$ cat config.mk
export PLATFORM = sky130hd
export DESIGN_NAME = utf8_code_point_decoder
export DESIGN_NICKNAME = d
export VERILOG_FILES = /design/src/hdl/u8cpd_pkg.sv /design/src/hdl/utf8_code_point_decoder.sv /design/src/hdl/u8cpd_decode.sv /design/src/hdl/u8cpd_emit.sv
export SDC_FILE = /design/constraint.sdc
export NUM_CORES = 1
export LEC_CHECK = 0
export BUFFER_PORTS_ARGS = -buffer_cell sky130_fd_sc_hd__buf_4
export CAP_MARGIN = 10
export CORE_MARGIN = 10
export CORE_UTILIZATION = 30
export DETAILED_ROUTE_END_ITERATION = 8
export GPL_ROUTABILITY_DRIVEN = 0
export PLACE_DENSITY = 0.57
export REMOVE_ABC_BUFFERS = 1
export SLEW_MARGIN = 20
export SYNTH_ARGS = -nofsm -noshare
export SYNTH_HDL_FRONTEND = slang
export SYNTH_SLANG_ARGS = --single-unit
$ cat constraint.sdc
create_clock -name i_clk -period 5.2 [get_ports i_clk]
set_input_delay 0.52 -clock i_clk [delete_from_list [all_inputs] [get_ports i_clk]]
set_output_delay 0.52 -clock i_clk [all_outputs]
set_load 0.01 [all_outputs]
$ cat src/hdl/u8cpd_pkg.sv
// package for the utf-8 code point decoder: byte class constants, result
// burst type and code point constants; no dependencies
`timescale 1ns / 1ps

package u8cpd_pkg;

    localparam int unsigned BYTE_W   = 8;
    localparam int unsigned CP_W     = 21;
    localparam int unsigned SEQ_W    = 3;
    localparam int unsigned CONT_W   = 2;
    localparam int unsigned FFFD_W   = 2;
    localparam int unsigned IN_DATA_W  = 8;
    localparam int unsigned OUT_DATA_W = 24;

    localparam logic [CP_W-1:0]   CP_REPLACEMENT = 21'h00FFFD;
    localparam logic [CP_W-1:0]   CP_ZERO        = '0;

    // sequence lengths held in the decoder state
    localparam logic [SEQ_W-1:0]  SEQ_NONE = 3'd0;
    localparam logic [SEQ_W-1:0]  SEQ_TWO  = 3'd2;
    localparam logic [SEQ_W-1:0]  SEQ_THREE = 3'd3;
    localparam logic [SEQ_W-1:0]  SEQ_FOUR = 3'd4;

    // byte class masks and patterns
    localparam logic [BYTE_W-1:0] MASK_C0 = 8'hC0;
    localparam logic [BYTE_W-1:0] PAT_80  = 8'h80;
    localparam logic [BYTE_W-1:0] MASK_E0 = 8'hE0;
    localparam logic [BYTE_W-1:0] PAT_C0  = 8'hC0;
    localparam logic [BYTE_W-1:0] MASK_F0 = 8'hF0;
    localparam logic [BYTE_W-1:0] PAT_E0  = 8'hE0;
    localparam logic [BYTE_W-1:0] MASK_F8 = 8'hF8;
    localparam logic [BYTE_W-1:0] PAT_F0  = 8'hF0;
    localparam logic [BYTE_W-1:0] LOW6    = 8'h3F;
    localparam logic [BYTE_W-1:0] LOW5    = 8'h1F;
    localparam logic [BYTE_W-1:0] LOW4    = 8'h0F;
    localparam logic [BYTE_W-1:0] LOW3    = 8'h07;

    // all results caused by one byte: some replacement beats, then an
    // optional tail beat
    typedef struct packed {
        logic [FFFD_W-1:0] fffd_cnt;
        logic              tail_valid;
        logic [CP_W-1:0]   tail_cp;
        logic              tail_end;
    } t_burst;

endpackage

$ cat src/hdl/utf8_code_point_decoder.sv
// top level of the utf-8 code point decoder: input byte register, decoder
// state with burst decode, and result register; depends on u8cpd_pkg,
// u8cpd_decode and u8cpd_emit
`timescale 1ns / 1ps

//  port group   dir   beat contents
//  s_axis       in    tdata[7:0] text byte, zero ends the text
//  m_axis       out   tdata[20:0] code point, tuser end of text,
//                     tlast final result of its byte
//
// one byte is taken per cycle while m_axis does not stall; a byte that yields
// one result sustains one beat per cycle, a broken sequence holds the input
// while the result register plays out its burst (up to four beats from one
// byte), one beat a cycle
// the input byte register takes a byte while a result waits at the output
// synchronous active-low reset clears the sequence state and both registers
// stalls on m_axis back up into the byte register, then into s_axis tready

module utf8_code_point_decoder (
    input  logic                                 i_clk,
    input  logic                                 i_rst_n,
    input  logic                                 s_axis_tvalid,
    output logic                                 s_axis_tready,
    input  logic [u8cpd_pkg::IN_DATA_W-1:0]      s_axis_tdata,  // [7:0] text_byte
    output logic                                 m_axis_tvalid,
    input  logic                                 m_axis_tready,
    output logic [u8cpd_pkg::OUT_DATA_W-1:0]     m_axis_tdata,  // [20:0] code_point
    output logic                                 m_axis_tuser,  // [0] end_of_text
    output logic                                 m_axis_tlast
);
    import u8cpd_pkg::*;

    // input byte register
    logic              r_in_valid;
    logic [BYTE_W-1:0] r_in_byte;

    t_burst            burst;
    logic              can_load;
    logic              load;
    logic [CP_W-1:0]   out_cp;

    // byte moves into the decoder when the result register frees up
    assign load          = r_in_valid && can_load;
    assign s_axis_tready = !r_in_valid || can_load;

    always_ff @(posedge i_clk) begin
        if (!i_rst_n) begin
            r_in_valid <= 1'b0;
        end else if (s_axis_tready) begin
            r_in_valid <= s_axis_tvalid;
        end
    end

    always_ff @(posedge i_clk) begin
        if (s_axis_tvalid && s_axis_tready) begin
            r_in_byte <= s_axis_tdata[BYTE_W-1:0];
        end
    end

    // sequence state and decode of the held byte
    u8cpd_decode u_decode (
        .i_clk   (i_clk),
        .i_rst_n (i_rst_n),
        .i_load  (load),
        .i_byte  (r_in_byte),
        .o_burst (burst)
    );

    // burst playout
    u8cpd_emit u_emit (
        .i_clk      (i_clk),
        .i_rst_n    (i_rst_n),
        .i_load_req (r_in_valid),
        .i_burst    (burst),
        .i_ready    (m_axis_tready),
        .o_can_load (can_load),
        .o_valid    (m_axis_tvalid),
        .o_cp       (out_cp),
        .o_end      (m_axis_tuser),
        .o_last     (m_axis_tlast)
    );

    assign m_axis_tdata = {(OUT_DATA_W - CP_W)'(0), out_cp};

    // end item always carries a zero code point
    a_end_zero : assert property (@(posedge i_clk) disable iff (!i_rst_n)
        (m_axis_tvalid && m_axis_tuser) |-> (m_axis_tdata[CP_W-1:0] == CP_ZERO))
        else $error("end item with nonzero code point");

    // an end item is always the final beat of its byte
    a_end_last : assert property (@(posedge i_clk) disable iff (!i_rst_n)
        (m_axis_tvalid && m_axis_tuser) |-> m_axis_tlast)
        else $error("end item not marked last");

    // a burst never has a gap between its beats
    a_burst_cont : assert property (@(posedge i_clk) disable iff (!i_rst_n)
        (m_axis_tvalid && m_axis_tready && !m_axis_tlast) |=> m_axis_tvalid)
        else $error("gap inside result burst");

    // input held off only while a byte waits in the byte register
    a_ready_hold : assert property (@(posedge i_clk) disable iff (!i_rst_n)
        !s_axis_tready |-> (r_in_valid && m_axis_tvalid))
        else $error("input stalled with nothing pending");

endmodule

$ cat src/hdl/u8cpd_decode.sv
// sequence state and one-pass byte decode into a result burst
// depends on u8cpd_pkg
`timescale 1ns / 1ps

module u8cpd_decode (
    input  logic                           i_clk,
    input  logic                           i_rst_n,
    input  logic                           i_load,
    input  logic [u8cpd_pkg::BYTE_W-1:0]   i_byte,
    output u8cpd_pkg::t_burst              o_burst
);
    import u8cpd_pkg::*;

    logic [SEQ_W-1:0]  r_seq_len, n_seq_len;
    logic [CONT_W-1:0] r_cont, n_cont;
    logic [CP_W-1:0]   r_pv, n_pv;

    logic              pending;
    logic              is_cont;
    logic [CONT_W-1:0] cont_inc;
    logic [CP_W-1:0]   pv_shift;

    assign pending  = (r_seq_len != SEQ_NONE);
    assign is_cont  = ((i_byte & MASK_C0) == PAT_80);
    assign cont_inc = r_cont + CONT_W'(1);
    assign pv_shift = {r_pv[CP_W-7:0], i_byte[5:0]};

    always_comb begin
        n_seq_len        = r_seq_len;
        n_cont           = r_cont;
        n_pv             = r_pv;
        o_burst.fffd_cnt = '0;
        o_burst.tail_valid = 1'b0;
        o_burst.tail_cp  = CP_ZERO;
        o_burst.tail_end = 1'b0;
        if (pending && is_cont) begin
            n_pv   = pv_shift;
            n_cont = cont_inc;
            if (({1'b0, cont_inc} + SEQ_W'(1)) >= r_seq_len) begin
                o_burst.tail_valid = 1'b1;
                o_burst.tail_cp    = pv_shift;
                n_seq_len = SEQ_NONE;
                n_cont    = '0;
                n_pv      = '0;
            end
        end else begin
            // broken sequence: one replacement for the lead and each continuation
            if (pending) begin
                o_burst.fffd_cnt = (r_cont == 2'd3) ? 2'd3 : cont_inc;
            end
            n_seq_len = SEQ_NONE;
            n_cont    = '0;
            n_pv      = '0;
            priority if (i_byte == '0) begin
                o_burst.tail_valid = 1'b1;
                o_burst.tail_end   = 1'b1;
            end else if (!i_byte[7]) begin
                o_burst.tail_valid = 1'b1;
                o_burst.tail_cp    = CP_W'(i_byte);
            end else if (is_cont) begin
                o_burst.tail_valid = 1'b1;
                o_burst.tail_cp    = CP_REPLACEMENT;
            end else if ((i_byte & MASK_E0) == PAT_C0) begin
                n_seq_len = SEQ_TWO;
                n_pv      = CP_W'(i_byte & LOW5);
            end else if ((i_byte & MASK_F0) == PAT_E0) begin
                n_seq_len = SEQ_THREE;
                n_pv      = CP_W'(i_byte & LOW4);
            end else if ((i_byte & MASK_F8) == PAT_F0) begin
                n_seq_len = SEQ_FOUR;
                n_pv      = CP_W'(i_byte & LOW3);
            end else begin
                o_burst.tail_valid = 1'b1;
                o_burst.tail_cp    = CP_REPLACEMENT;
            end
        end
    end

    always_ff @(posedge i_clk) begin
        if (!i_rst_n) begin
            r_seq_len <= SEQ_NONE;
            r_cont    <= '0;
            r_pv      <= '0;
        end else if (i_load) begin
            r_seq_len <= n_seq_len;
            r_cont    <= n_cont;
            r_pv      <= n_pv;
        end
    end

endmodule

$ cat src/hdl/u8cpd_emit.sv
// result register: holds one byte's burst and plays it out one beat a cycle
// while i_ready is high; depends on u8cpd_pkg
`timescale 1ns / 1ps

module u8cpd_emit (
    input  logic                         i_clk,
    input  logic                         i_rst_n,
    input  logic                         i_load_req,
    input  u8cpd_pkg::t_burst            i_burst,
    input  logic                         i_ready,
    output logic                         o_can_load,
    output logic                         o_valid,
    output logic [u8cpd_pkg::CP_W-1:0]   o_cp,
    output logic                         o_end,
    output logic                         o_last
);
    import u8cpd_pkg::*;

    logic [FFFD_W-1:0] r_fffd, n_fffd;
    logic              r_tail_valid, n_tail_valid;
    logic [CP_W-1:0]   r_tail_cp;
    logic              r_tail_end;
    logic              beat;
    logic              load;

    assign o_valid    = (r_fffd != '0) || r_tail_valid;
    assign o_last     = (r_fffd == '0) || ((r_fffd == FFFD_W'(1)) && !r_tail_valid);
    assign o_cp       = (r_fffd != '0) ? CP_REPLACEMENT : r_tail_cp;
    assign o_end      = (r_fffd == '0) && r_tail_end;
    assign beat       = o_valid && i_ready;
    assign o_can_load = !o_valid || (beat && o_last);
    assign load       = i_load_req && o_can_load;

    always_comb begin
        n_fffd       = r_fffd;
        n_tail_valid = r_tail_valid;
        if (load) begin
            n_fffd       = i_burst.fffd_cnt;
            n_tail_valid = i_burst.tail_valid;
        end else if (beat) begin
            if (r_fffd != '0) begin
                n_fffd = r_fffd - FFFD_W'(1);
            end else begin
                n_tail_valid = 1'b0;
            end
        end
    end

    always_ff @(posedge i_clk) begin
        if (!i_rst_n) begin
            r_fffd       <= '0;
            r_tail_valid <= 1'b0;
        end else begin
            r_fffd       <= n_fffd;
            r_tail_valid <= n_tail_valid;
        end
    end

    always_ff @(posedge i_clk) begin
        if (load) begin
            r_tail_cp  <= i_burst.tail_cp;
            r_tail_end <= i_burst.tail_end;
        end
    end

endmodule

# ---- Yosys cells after proc, flatten, opt, wreduce, memory -nomap -nowiden
# Cells that the tools add are included.
dict set report word_totals {
  ff_bits 54
  latch_bits 0
  ramBits 0
  rom_bits 0
  inputBits 12
  output_inout_bits 28
  word_cells 82
  memories 0
}
dict set report classes {
  n_addsub 3
  multipliers 0
  div_mod_pow 0
  magnitude_cmp 1
  n_eq_ne 8
  n_shift 0
  n_mux 38
  n_bitwise 0
  reduce_logical 23
}
# cell n
set op_table {}
lappend op_table {{two-way mux 22 bit} 7}
lappend op_table {{two-way mux 15 bit} 6}
lappend op_table {{two-way mux 21 bit} 2}
lappend op_table {{two-way mux 3 bit} 9}
lappend op_table {{two-way mux 2 bit} 8}
lappend op_table {{logical NOT 8 bit} 1}
lappend op_table {{logical AND 1 bit} 7}
lappend op_table {{AND reduction 2 bit} 3}
lappend op_table {{nonzero test 2 bit} 3}
lappend op_table {{== test 5 bit, second input constant} 1}
lappend op_table {{two-way mux 1 bit} 5}
lappend op_table {{== test 2 bit, second input constant} 2}
lappend op_table {{== test 4 bit, second input constant} 1}
lappend op_table {{logical OR 1 bit} 4}
lappend op_table {{two-way mux 4 bit} 1}
lappend op_table {{!= test 2 bit, second input constant} 2}
lappend op_table {{adder 2 x 1 -> 3 bit, second input constant} 1}
lappend op_table {{== test 3 bit, second input constant} 1}
lappend op_table {{>= comparator 3 bit} 1}
lappend op_table {{logical NOT 1 bit} 3}
lappend op_table {{nonzero test 3 bit} 1}
lappend op_table {{adder 2 x 1 -> 2 bit, second input constant} 1}
lappend op_table {{== test 2 x 1 -> 1 bit, second input constant} 1}
lappend op_table {{logical NOT 2 bit} 1}
lappend op_table {{subtractor 2 x 1 -> 2 bit, second input constant} 1}

# ---- Depth between registers and ports, before layout
# Gate-level depths: netlist (run 1).
dict set report depth {
  depth_word 9
  depth_mapped 9
  ltp_nobuf 8
}

# ---- Modules after synthesis
# From an unflattened synthesis (run 1), not the netlist that was laid out.
dict set report hier_totals {
  hier_cells 236
  hier_area_um2 2750.1
}
# module instances cells_per_inst area_per_inst_um2 seq_area_each_um2
set by_module_without_submodules {}
lappend by_module_without_submodules {u8cpd_decode 1 140 1303.8 400.4}
lappend by_module_without_submodules {u8cpd_emit 1 78 1114.8 720.7}
lappend by_module_without_submodules {utf8_code_point_decoder 1 18 331.6 260.2}

# ---- Worst setup path before layout (run 1)
# No wires, ideal clock.
dict set report synth_timing {
  path_type {register to register}
  from {register u_decode.r_cont[0]}
  to {register u_decode.r_cont[0]}
  setup_time_ns 0.132
  t_arrival_ns 2.057
  required_time_ns 5.068
  setup_slack_ns 3.011
  stages_incl_launch_ff 10
  path_buffers 1
  period_less_slack_ns 2.189
  cell_sequence {dfxtp_1 -> inv_1 -> ha_1 -> xnor2_1 -> ha_1 -> nand2_1 -> o21a_1 -> a21oi_2 -> buf_2 -> nor3_1}
}
dict set report synth_via {
  elab_chain_len 5
}
# element line_no
set synth_rtl {}
lappend synth_rtl {{from (decl)} u8cpd_decode.sv:15} ;# logic [CONT_W-1:0] r_cont, n_cont;
lappend synth_rtl {{from (signal assigned)} u8cpd_decode.sv:86} ;# r_cont <= n_cont;
lappend synth_rtl {{adder 2 x 1 -> 2 bit *} u8cpd_decode.sv:25} ;# assign cont_inc = r_cont + CONT_W'(1);
lappend synth_rtl {{adder 2 x 1 -> 3 bit} u8cpd_decode.sv:39} ;# if (({1'b0, cont_inc} + SEQ_W'(1)) >= r_seq_len) begin
lappend synth_rtl {{>= comparator 3 bit} u8cpd_decode.sv:39}
lappend synth_rtl {{two-way mux 2 bit *} u8cpd_decode.sv:39}
lappend synth_rtl {{two-way mux 2 bit *} u8cpd_decode.sv:36} ;# if (pending && is_cont) begin
# Every way passes the cells marked *; elsewhere a longest branch is shown, timed or not.
# A chain may end at the register's enable or synchronous reset.

# ---- Final worst setup path (run 1)
dict set report layout_timing {
  from {register u_emit.r_fffd[0]}
  to {register u_emit.r_fffd[0]}
}
dict set report layout_via {
  elab_chain_len 8
  word_cells_on_any_way 18
  classes_between {add/sub: 1; eq/ne: 1; mux: 3; reduce/logical: 13}
}
# element line_no
set layout_rtl {}
lappend layout_rtl {{from (decl)} u8cpd_emit.sv:19} ;# logic [FFFD_W-1:0] r_fffd, n_fffd;
lappend layout_rtl {{from (signal assigned)} u8cpd_emit.sv:54} ;# r_fffd <= n_fffd;
lappend layout_rtl {{== test 2 x 1 -> 1 bit / nonzero test 2 bit (equally long branches)} {u8cpd_emit.sv:27, u8cpd_emit.sv:26, u8cpd_emit.sv:41}}
lappend layout_rtl {{logical AND 1 bit / logical OR 1 bit (equally long branches)} {u8cpd_emit.sv:27, u8cpd_emit.sv:26}}
lappend layout_rtl {{logical OR 1 bit / logical AND 1 bit (equally long branches)} {u8cpd_emit.sv:27, u8cpd_emit.sv:30}}
lappend layout_rtl {{logical AND 1 bit} u8cpd_emit.sv:31} ;# assign o_can_load = !o_valid || (beat && o_last);
lappend layout_rtl {{logical OR 1 bit} u8cpd_emit.sv:31}
lappend layout_rtl {{logical AND 1 bit} u8cpd_emit.sv:32} ;# assign load = i_load_req && o_can_load;
lappend layout_rtl {{nonzero test 2 bit (no line)} n/a}
lappend layout_rtl {{AND reduction 2 bit (no line)} n/a}
# Parallel ways exist; a longest one is shown, timed or not. The select of a mux whose other input is x is not followed.

==> metrics.txt, run 1 <==
status finished clean; Synth Area in XOR/XNOR 0.701%; Post-Synth Adder-Cell Area under 10%; Synth Area in Compound Gates 10.6%; reg2reg setup slack between 2000 and 2500 ps; Clock Skew 5.54 ps; most frequent cells in the layout buf_4 (36), edfxtp_1 (30), dfxtp_1 (24); CTS Hold Bufs 0; Ant. Diodes 0; Layout fillers 828; number of global-route vias before repair between 1.5k and 2k; Max Fclk approximately 320 MHz; # rows 33; depth of the worst hold-timing path 1; multi-input logic area 1010 µm²; first-pass GRT wire length roughly 8.3 mm; largest net degree at the start of global routing 35; Num CTS Buffers 5; FF+latch count, synth 54; Final Hold Fails 0; # setup viols final 0; sequential fraction of the synthesis area 55.3%; Max FO, Critical Path 34; P_leak approximately 1.2 nW; Die ar. between 10000 and 15000 µm²; PwrDens approximately 460 nW/µm²; Ys Warns 0; Skew-Pair Late Insertion Delay about 300 ps; Main synth FF type edfxtp_1; # DRC 0; Worst-Margin Slew around 900 ps; die width 111 µm; number of synthesized flops with an enable pin 30; CP arrival around 3300 ps; met3 usage under 10%; CTS root buffer clkbuf_8; Hold Path Sink r_in_byte[7]; Cell Area, Synth roughly 2500 µm²; Min Clock Period, post-route 3080 ps; max-cap violations 0; CTS tree built; nature of the critical path endpoint register; final core utilization 36.0%; Tcrit/Tclk final 59.3%; Final HPWL DP 3.61 mm; Mapped Cells ~230; routed len/inst about 14 µm; Final nets ~280; Slew Limit Fails 0; I/O pin total 40; DR vias/cell between 4 and 5; M2 GR Usage 12.9%; leading cell type in the layout, fill and taps excluded buf_4; H-tree Lvls 2; mean post-synth cell area approximately 11 µm²; Core Region between 8000 and 9000 µm²; Distinct cells, synth 44; CTS Sinks 54; post-synthesis simple-gate area fraction around a fifth; All-Layer GR Usage approximately 7.9%; combinational family with the most area after synthesis simple AND/OR/NAND/NOR gates; Pre-antenna DRT Iters 4; relative slew slack 40.3%; worst endpoint required time around 5400 ps; Initial Util between 30% and 40%; routing usage on met1 about a tenth; antenna violations before repair 0; Worst R2R End u_emit.r_fffd[0]; WL final about 5 mm; via count 1694; CP startpoint kind register; unrepaired setup endpoints after global routing no; Peak VDD IR between 0.1 and 0.15 mV; min-delay worst type in2reg; min-delay src s_axis_tdata[7]; total grt overflow 0; Setup TNS 0 ps; Initial DRC Count about 110; Synth async-reset ratio 0%; Die Y ~110 µm; clk buf depth 2; r2r startpoint u_emit.r_fffd[0]; clock-pin slew on the worst setup and hold paths roughly 90 ps; Post-DRT Antenna Nets 0; critical path class reg2reg; GRT Max-Usage Layer met2; P&R area growth vs syn 17.9%; I/O Buffers 36; Sequential Area 1380 µm²; Worst R2R Path Depth 7; post_cts resized 0; Setup Buffers After CTS 0; mux contribution to synthesized area approximately 5.6%; layout cell share with drive strength beyond 1 19.2%; CP startpoint u_emit.r_fffd[0]
==> power by group <==
part / total [mW] / switching (mW) / internal [mW]
sequential: 0.553 / 0.0282 / 0.525
clock: 0.253 / 0.131 / 0.122
combinational: 0.564 / 0.310 / 0.254
total: 1.37 / 0.469 / 0.901
==> layout make-up <==
cell class,instances,area share [%]
sequential,54,46.9
multi-input combinational,150,34.4
timing repair buffer,36,9.17
tap,105,4.46
clock buffer,7,3.27
inverter,12,1.53
clock inverter,1,0.297
==> Yosys cell counts (all sizes together), types with 4 or more instances <==
cell type / number / area (µm²)
a21o: 14 / 105
a21oi: 7 / 38.8
and2: 9 / 56.3
and3: 5 / 31.3
buf: 7 / 51.3
clkbuf: 6 / 22.5
dfxtp: 24 / 480
edfxtp: 30 / 901
ha: 8 / 100
inv: 11 / 41.3
mux2i: 14 / 140
nand2: 12 / 45.0
nand2b: 14 / 90.1
nand3: 8 / 40.0
nor2: 6 / 22.5
nor3: 15 / 75.1
o21ai: 5 / 25.0
or4: 4 / 30.0
==> kinds of logic (layout without fill, tap and decap cells) <==
| logic type | Yosys count | after routing |
|---|---|---|
| XOR/XNOR | 2 | 2 |
| buffers and inverters | 25 | 56 |
| flip-flops | 54 | 54 |
| adder cells (fa/ha/maj) | 8 | 8 |
| other | 1 | 3 |
| AO/OA/AOI/OAI | 38 | 38 |
| AND/OR/NAND/NOR | 85 | 85 |
| multiplexers | 14 | 14 |
==> metal layers <==
layer  wire length (µm)  up-vias
li1                   -      864
met1               2280      790
met2               2440       35
met3                304        5
met4                 44        0
met5                  0        -
==> critical path: stages, from the launching register on <==
cell,delay [ps]
dfxtp_1,370
inv_1,60
ha_1,480
nand2b_2,230
a31o_1,700
inv_2,520
or3_1,480
a31oi_1,160
==> registers in the layout, indices dropped and copies added, names as in the netlist <==
register,flops
u_emit.r_tail_end,1
r_in_valid,1
u_decode.r_pv,15
u_emit.r_tail_valid,1
u_emit.r_tail_cp,21
u_emit.r_fffd,2
u_decode.r_seq_len,3
r_in_byte,8
u_decode.r_cont,2
==> through the flow <==
step	std cells	setup WS [ps]	power [mW]	cell area (µm²)	hold WS (ps)
after floorplan	216	2650	0.892	2430	455
after detailed placement	357	2050	1.14	2840	483
after global placement	357	2170	1.13	2840	473
after global routing	365	1840	1.46	2950	372
final	365	2120	1.37	2950	390
after CTS	365	2030	1.40	2940	384
==> worst max-delay path by stage <==
stage	endpoint	slack, ps	cells past startpoint
after floorplan	u_emit.r_fffd[0]	2650	7
after CTS	u_emit.r_fffd[0]	2030	7
final	u_emit.r_fffd[0]	2120	7
after global placement	u_emit.r_fffd[0]	2170	7
after detailed placement	u_emit.r_fffd[0]	2050	7
after global routing	u_emit.r_fffd[0]	1840	7
Power figures use the tool's default switching activity.
==> run 2, diff against run 1 <==
==> constraint.sdc (replaced) <==
create_clock -name i_clk -period 3.2 [get_ports i_clk]
set_input_delay 0.32 -clock i_clk [delete_from_list [all_inputs] [get_ports i_clk]]
set_output_delay 0.32 -clock i_clk [all_outputs]
set_load 0.01 [all_outputs]
==> run 2 against run 1 <==
Against the previous run:
- clock power grew 63%
- routed wire length about the same
- count of clock-buffer cells in the layout did not move
- clock skew up 2.3 ps
- design area rose by 1.0%
- register-to-register slack lost 1400 ps
- core utilization grew 0.37 points
- highest routed layer unchanged
==> metrics.txt, run 2 (same netlist as run 1, synthesis figures left out) <==
status finished clean; die width 111 µm; Clock Skew a little under 8 ps; Num CTS Buffers 5; Most Frequent Cell on Critical Path ha_1; I/O pin total 40; critical path class reg2reg; CP startpoint kind register; CTS Hold Bufs 0; DR vias/cell ~4.6; most frequent cells in the layout buf_4 (40), edfxtp_1 (30), dfxtp_1 (24); final core utilization a little over a third; PwrDens 753 nW/µm²; post_cts resized 0; I/O Buffers 36; max reg flops 21; clock-pin slew on the worst setup and hold paths ~100 ps; DP Cell Count between 300 and 400; Final nets 283; Die Y ~110 µm; Max Fclk approximately 400 MHz; worst endpoint required time 3380 ps; # DRC 0; P&R area growth vs syn 19.1%; Tcrit/Tclk final between 70% and 80%; Core Region ~8000 µm²; relative slew slack 51.1%; Setup TNS 0 ps; WP buf/inv 1; WL final slightly above 5 mm; # setup viols final 0; routed len/inst roughly 14 µm; Sequential Area about 1400 µm²; CTS root buffer clkbuf_8; slowest CP cell nor2_1; Initial Util between 30 and 40%; leading cell type in the layout, fill and taps excluded buf_4; Min Clock Period, post-route roughly 2500 ps; Pre-antenna DRT Iters 4; Final Hold Fails 0; layout cell share with drive strength beyond 1 between 20 and 25%; CP arrival roughly 2700 ps; H-tree Lvls 2; Final WS setup ~700 ps; total grt overflow 0; Setup Buffers After CTS 0; clk buf depth 2; Setup WS pre-CTS approximately 680 ps; CP Cell Sequence inv_1, ha_1, xnor2_1, ha_1, nand2_1, o21a_1, nor2_1, o22a_1; CP delay by family, top simple AND/OR/NAND/NOR gates; nature of the critical path endpoint register; Worst-Margin Slew 731 ps; first-pass GRT wire length approximately 8.9 mm; Slew Limit Fails 0; P_leak 1.21 nW; max-cap violations 0; CTS tree built; number of global-route vias before repair 1784; Final HPWL DP around 3.7 mm; antenna violations before repair 0; via count roughly 1.7k; CTS Sinks 54; largest reg by FF count u_emit.r_tail_cp; All-Layer GR Usage 8.40%; Skew-Pair Late Insertion Delay roughly 310 ps; Die ar. 12400 µm²; Max FO, Critical Path 11; Final Instance Count excl. Fillers 369; min-delay worst type in2reg; unrepaired setup endpoints after global routing no; Layout fillers 832; largest net degree at the start of global routing 24; biggest regs u_emit.r_tail_cp x21, u_decode.r_pv x15, r_in_byte x8; Initial DRC Count 75; slowest stage delay, CP slightly below 600 ps; # rows 33; Ant. Diodes 0; Post-DRT Antenna Nets 0; multi-input logic area just over 1000 µm²; Peak VDD IR about 0.21 mV; Tot Pwr 2.24 mW
run 2: per-stage QoR:
stage / hold slack, ps / cell area (µm²)
3_3_place_gp: 473 / 2870
5_1_grt: 166 / 2980
2_1_floorplan: 419 / 2430
6_report: 185 / 2980
3_5_place_dp: 485 / 2870
4_1_cts: 170 / 2970
run 2: where the power goes:
group          switching (mW)  total, mW  internal [mW]
clock network           0.214      0.413          0.198
logic                   0.498      0.929          0.431
registers              0.0488      0.900          0.852
run 2: final cells by class:
cell class	count	share of cell area, %
tap	105	4.41
clock buffer	7	3.24
timing repair buffer	40	10.1
multi-input combinational	150	34.0
inverter	12	1.51
sequential	54	46.4
clock inverter	1	0.294
run 2: layer usage:
| layer | vias up | wire (µm) | track usage [%] |
|---|---|---|---|
| met5 | - | 0 | 0 |
| met4 | 0 | 49 | 2.57 |
| met3 | 5 | 249 | 2.76 |
| met2 | 31 | 2320 | 13.7 |
| met1 | 795 | 2450 | 10.2 |
| li1 | 875 | - | - |
run 2: worst paths after layout:
kind / start / to / slack, ps / cells after the start
worst max-delay path: u_decode.r_cont[0] / u_emit.r_tail_cp[5] / 700 / 8
worst min register to register: u_decode.r_pv[2] / u_decode.r_pv[2] / 490 / 2
worst min-delay path: s_axis_tdata[5] / r_in_byte[5] / 190 / 1
worst max register to register: u_decode.r_cont[0] / u_emit.r_tail_cp[5] / 700 / 8
==> run 3, diff against run 2 <==
--- a/config.mk
+++ b/config.mk
@@ -11,7 +11,7 @@
 export CORE_UTILIZATION = 30
 export DETAILED_ROUTE_END_ITERATION = 8
 export GPL_ROUTABILITY_DRIVEN = 0
-export PLACE_DENSITY = 0.57
+export PLACE_DENSITY = 0.58
 export REMOVE_ABC_BUFFERS = 1
 export SLEW_MARGIN = 20
 export SYNTH_ARGS = -nofsm -noshare
==> constraint.sdc (replaced) <==
create_clock -name i_clk -period 2.1 [get_ports i_clk]
set_input_delay 0.21 -clock i_clk [delete_from_list [all_inputs] [get_ports i_clk]]
set_output_delay 0.21 -clock i_clk [all_outputs]
set_load 0.01 [all_outputs]
==> run 3 against run 2 <==
Against the previous run:
- non-clock buffer count grew 15
- critical path depth is 1 higher
- sequential share of layout area down 2.3 points
- first-iteration DRC count fell by 47%
- total power is 59% higher
- global-route usage rose by 0.21 points
- sequential power is 51% higher
- flip-flop and latch count did not move
- via count grew 4.6%
- register-to-register slack worse by 600 ps
- largest cell class unchanged
==> metrics.txt, run 3 (same netlist as run 1, synthesis figures left out) <==
Clock Skew 5.70 ps; min-delay worst type in2reg; Final nets approximately 300; antenna violations before repair 0; met3 usage between 3 and 4%; multi-input logic area around 1100 µm²; layout cell share with drive strength beyond 1 28.0%; M2 GR Usage roughly 14%; All-Layer GR Usage ~8.6%; Skew-Pair Late Insertion Delay 310 ps; worst endpoint required time approximately 2200 ps; final hold slack 72.5 ps; CP arrival ~2100 ps; status finished clean; clock-pin slew on the worst setup and hold paths around 90 ps; Num CTS Buffers 5; Setup Buffers After CTS 0; routed len/inst between 10 and 15 µm; CTS tree built; Initial Util a little under a third; Initial DRC Count 40; WL final roughly 5.2 mm; critical path class reg2reg; Die ar. around 12000 µm²; largest net degree at the start of global routing 24; Peak VDD IR about 0.32 mV; nature of the critical path endpoint register; Sequential Area 1380 µm²; # rows 33; CTS Sinks 54; I/O Buffers 36; Max Fclk 500 MHz; first-pass GRT wire length around 9 mm; Max FO, Critical Path 7; P&R area growth vs syn 25.4%; Final Instance Count excl. Fillers roughly 380; DR vias/cell roughly 4.6; PwrDens 1140 nW/µm²; routing usage on met1 between 10% and 20%; CTS Hold Bufs 0; max-cap violations 0; Layout fillers ~830; total grt overflow 0; largest reg by FF count u_emit.r_tail_cp; Ant. Diodes 0; DP Cell Count approximately 380; Final HPWL DP around 3.9 mm; number of global-route vias before repair between 1.5k and 2k; via count between 1.5k and 2k; CP startpoint kind register; H-tree Lvls 2; clk buf depth 2; I/O pin total 40; # DRC 0; CTS root buffer clkbuf_8; leading cell type in the layout, fill and taps excluded buf_4; Core Region about 8200 µm²; biggest regs u_emit.r_tail_cp x21, u_decode.r_pv x15, r_in_byte x8; Post-DRT Antenna Nets 0; Pre-antenna DRT Iters 4; # setup viols final 0; final core utilization a little under two fifths; max reg flops 21; P_leak around 1.3 nW; Final Hold Fails 0; Slew Limit Fails 0; Tcrit/Tclk final between 90% and 100%; GRT Max-Usage Layer met2; most frequent cells in the layout buf_4 (55), edfxtp_1 (30), dfxtp_1 (22); die width between 100 and 150 µm; Die Y around 110 µm; Min Clock Period, post-route 2000 ps
[run 3: final cells by class]
class / instances / share of cell area (%)
sequential: 54 / 44.2
multi-input combinational: 150 / 33.7
timing repair buffer: 55 / 13.2
tap: 105 / 4.19
clock buffer: 7 / 3.11
inverter: 12 / 1.44
clock inverter: 1 / 0.240
[run 3: routing by layer]
| metal | vias up | share of wire, % | routed length (µm) |
|---|---|---|---|
| met4 | 0 | 0.88 | 46 |
| met3 | 4 | 5.6 | 293 |
| li1 | 905 | - | - |
| met1 | 830 | 46 | 2410 |
| met2 | 45 | 47 | 2470 |
| met5 | - | 0 | 0 |
[run 3: through the flow]
stage	setup TNS, ps	power, mW	worst slack (ps)	area [µm²]
4_1_cts	-2.80	3.62	-2.80	3100
3_5_place_dp	-2650	2.95	-265	2980
6_report	0	3.58	101	3130
3_3_place_gp	-1900	2.93	-206	2980
2_1_floorplan	-10730	2.21	-449	2430
5_1_grt	-1.24	3.85	-1.24	3130
[run 3: report_power, final]
group | switching [mW] | leakage [nW] | internal [mW]
sequential | 0.0655 | 0.480 | 1.30
combinational | 0.808 | 0.757 | 0.762
clock | 0.333 | 0.0496 | 0.308
[run 3: worst paths after layout]
| check | start | end | slack [ps] | cells after the start |
|---|---|---|---|---|
| worst max-delay path | u_decode.r_cont[0] | u_emit.r_tail_cp[0] | 100 | 9 |
| worst min register to register | u_decode.r_seq_len[2] | u_decode.r_seq_len[2] | 500 | 2 |
| worst max register to register | u_decode.r_cont[0] | u_emit.r_tail_cp[0] | 100 | 9 |
| worst min-delay path | s_axis_tdata[6] | r_in_byte[6] | 70 | 1 |
[run 3: what timing repair did]
item / 4_1_cts / 5_1_grt
gates resized for setup: 4 / 8
pin swaps: 0 / 2
endpoints found under the setup margin: 14 / 20
[run 3: worst max-delay path, cell delays in order, from the launching register on]
cell and delay, ps:
dfxtp_2 340, inv_2 50, ha_4 240, xnor2_2 130
ha_1 290, nand2_1 80, o21a_2 210, a21oi_2 80
buf_4 160, a21o_1 170
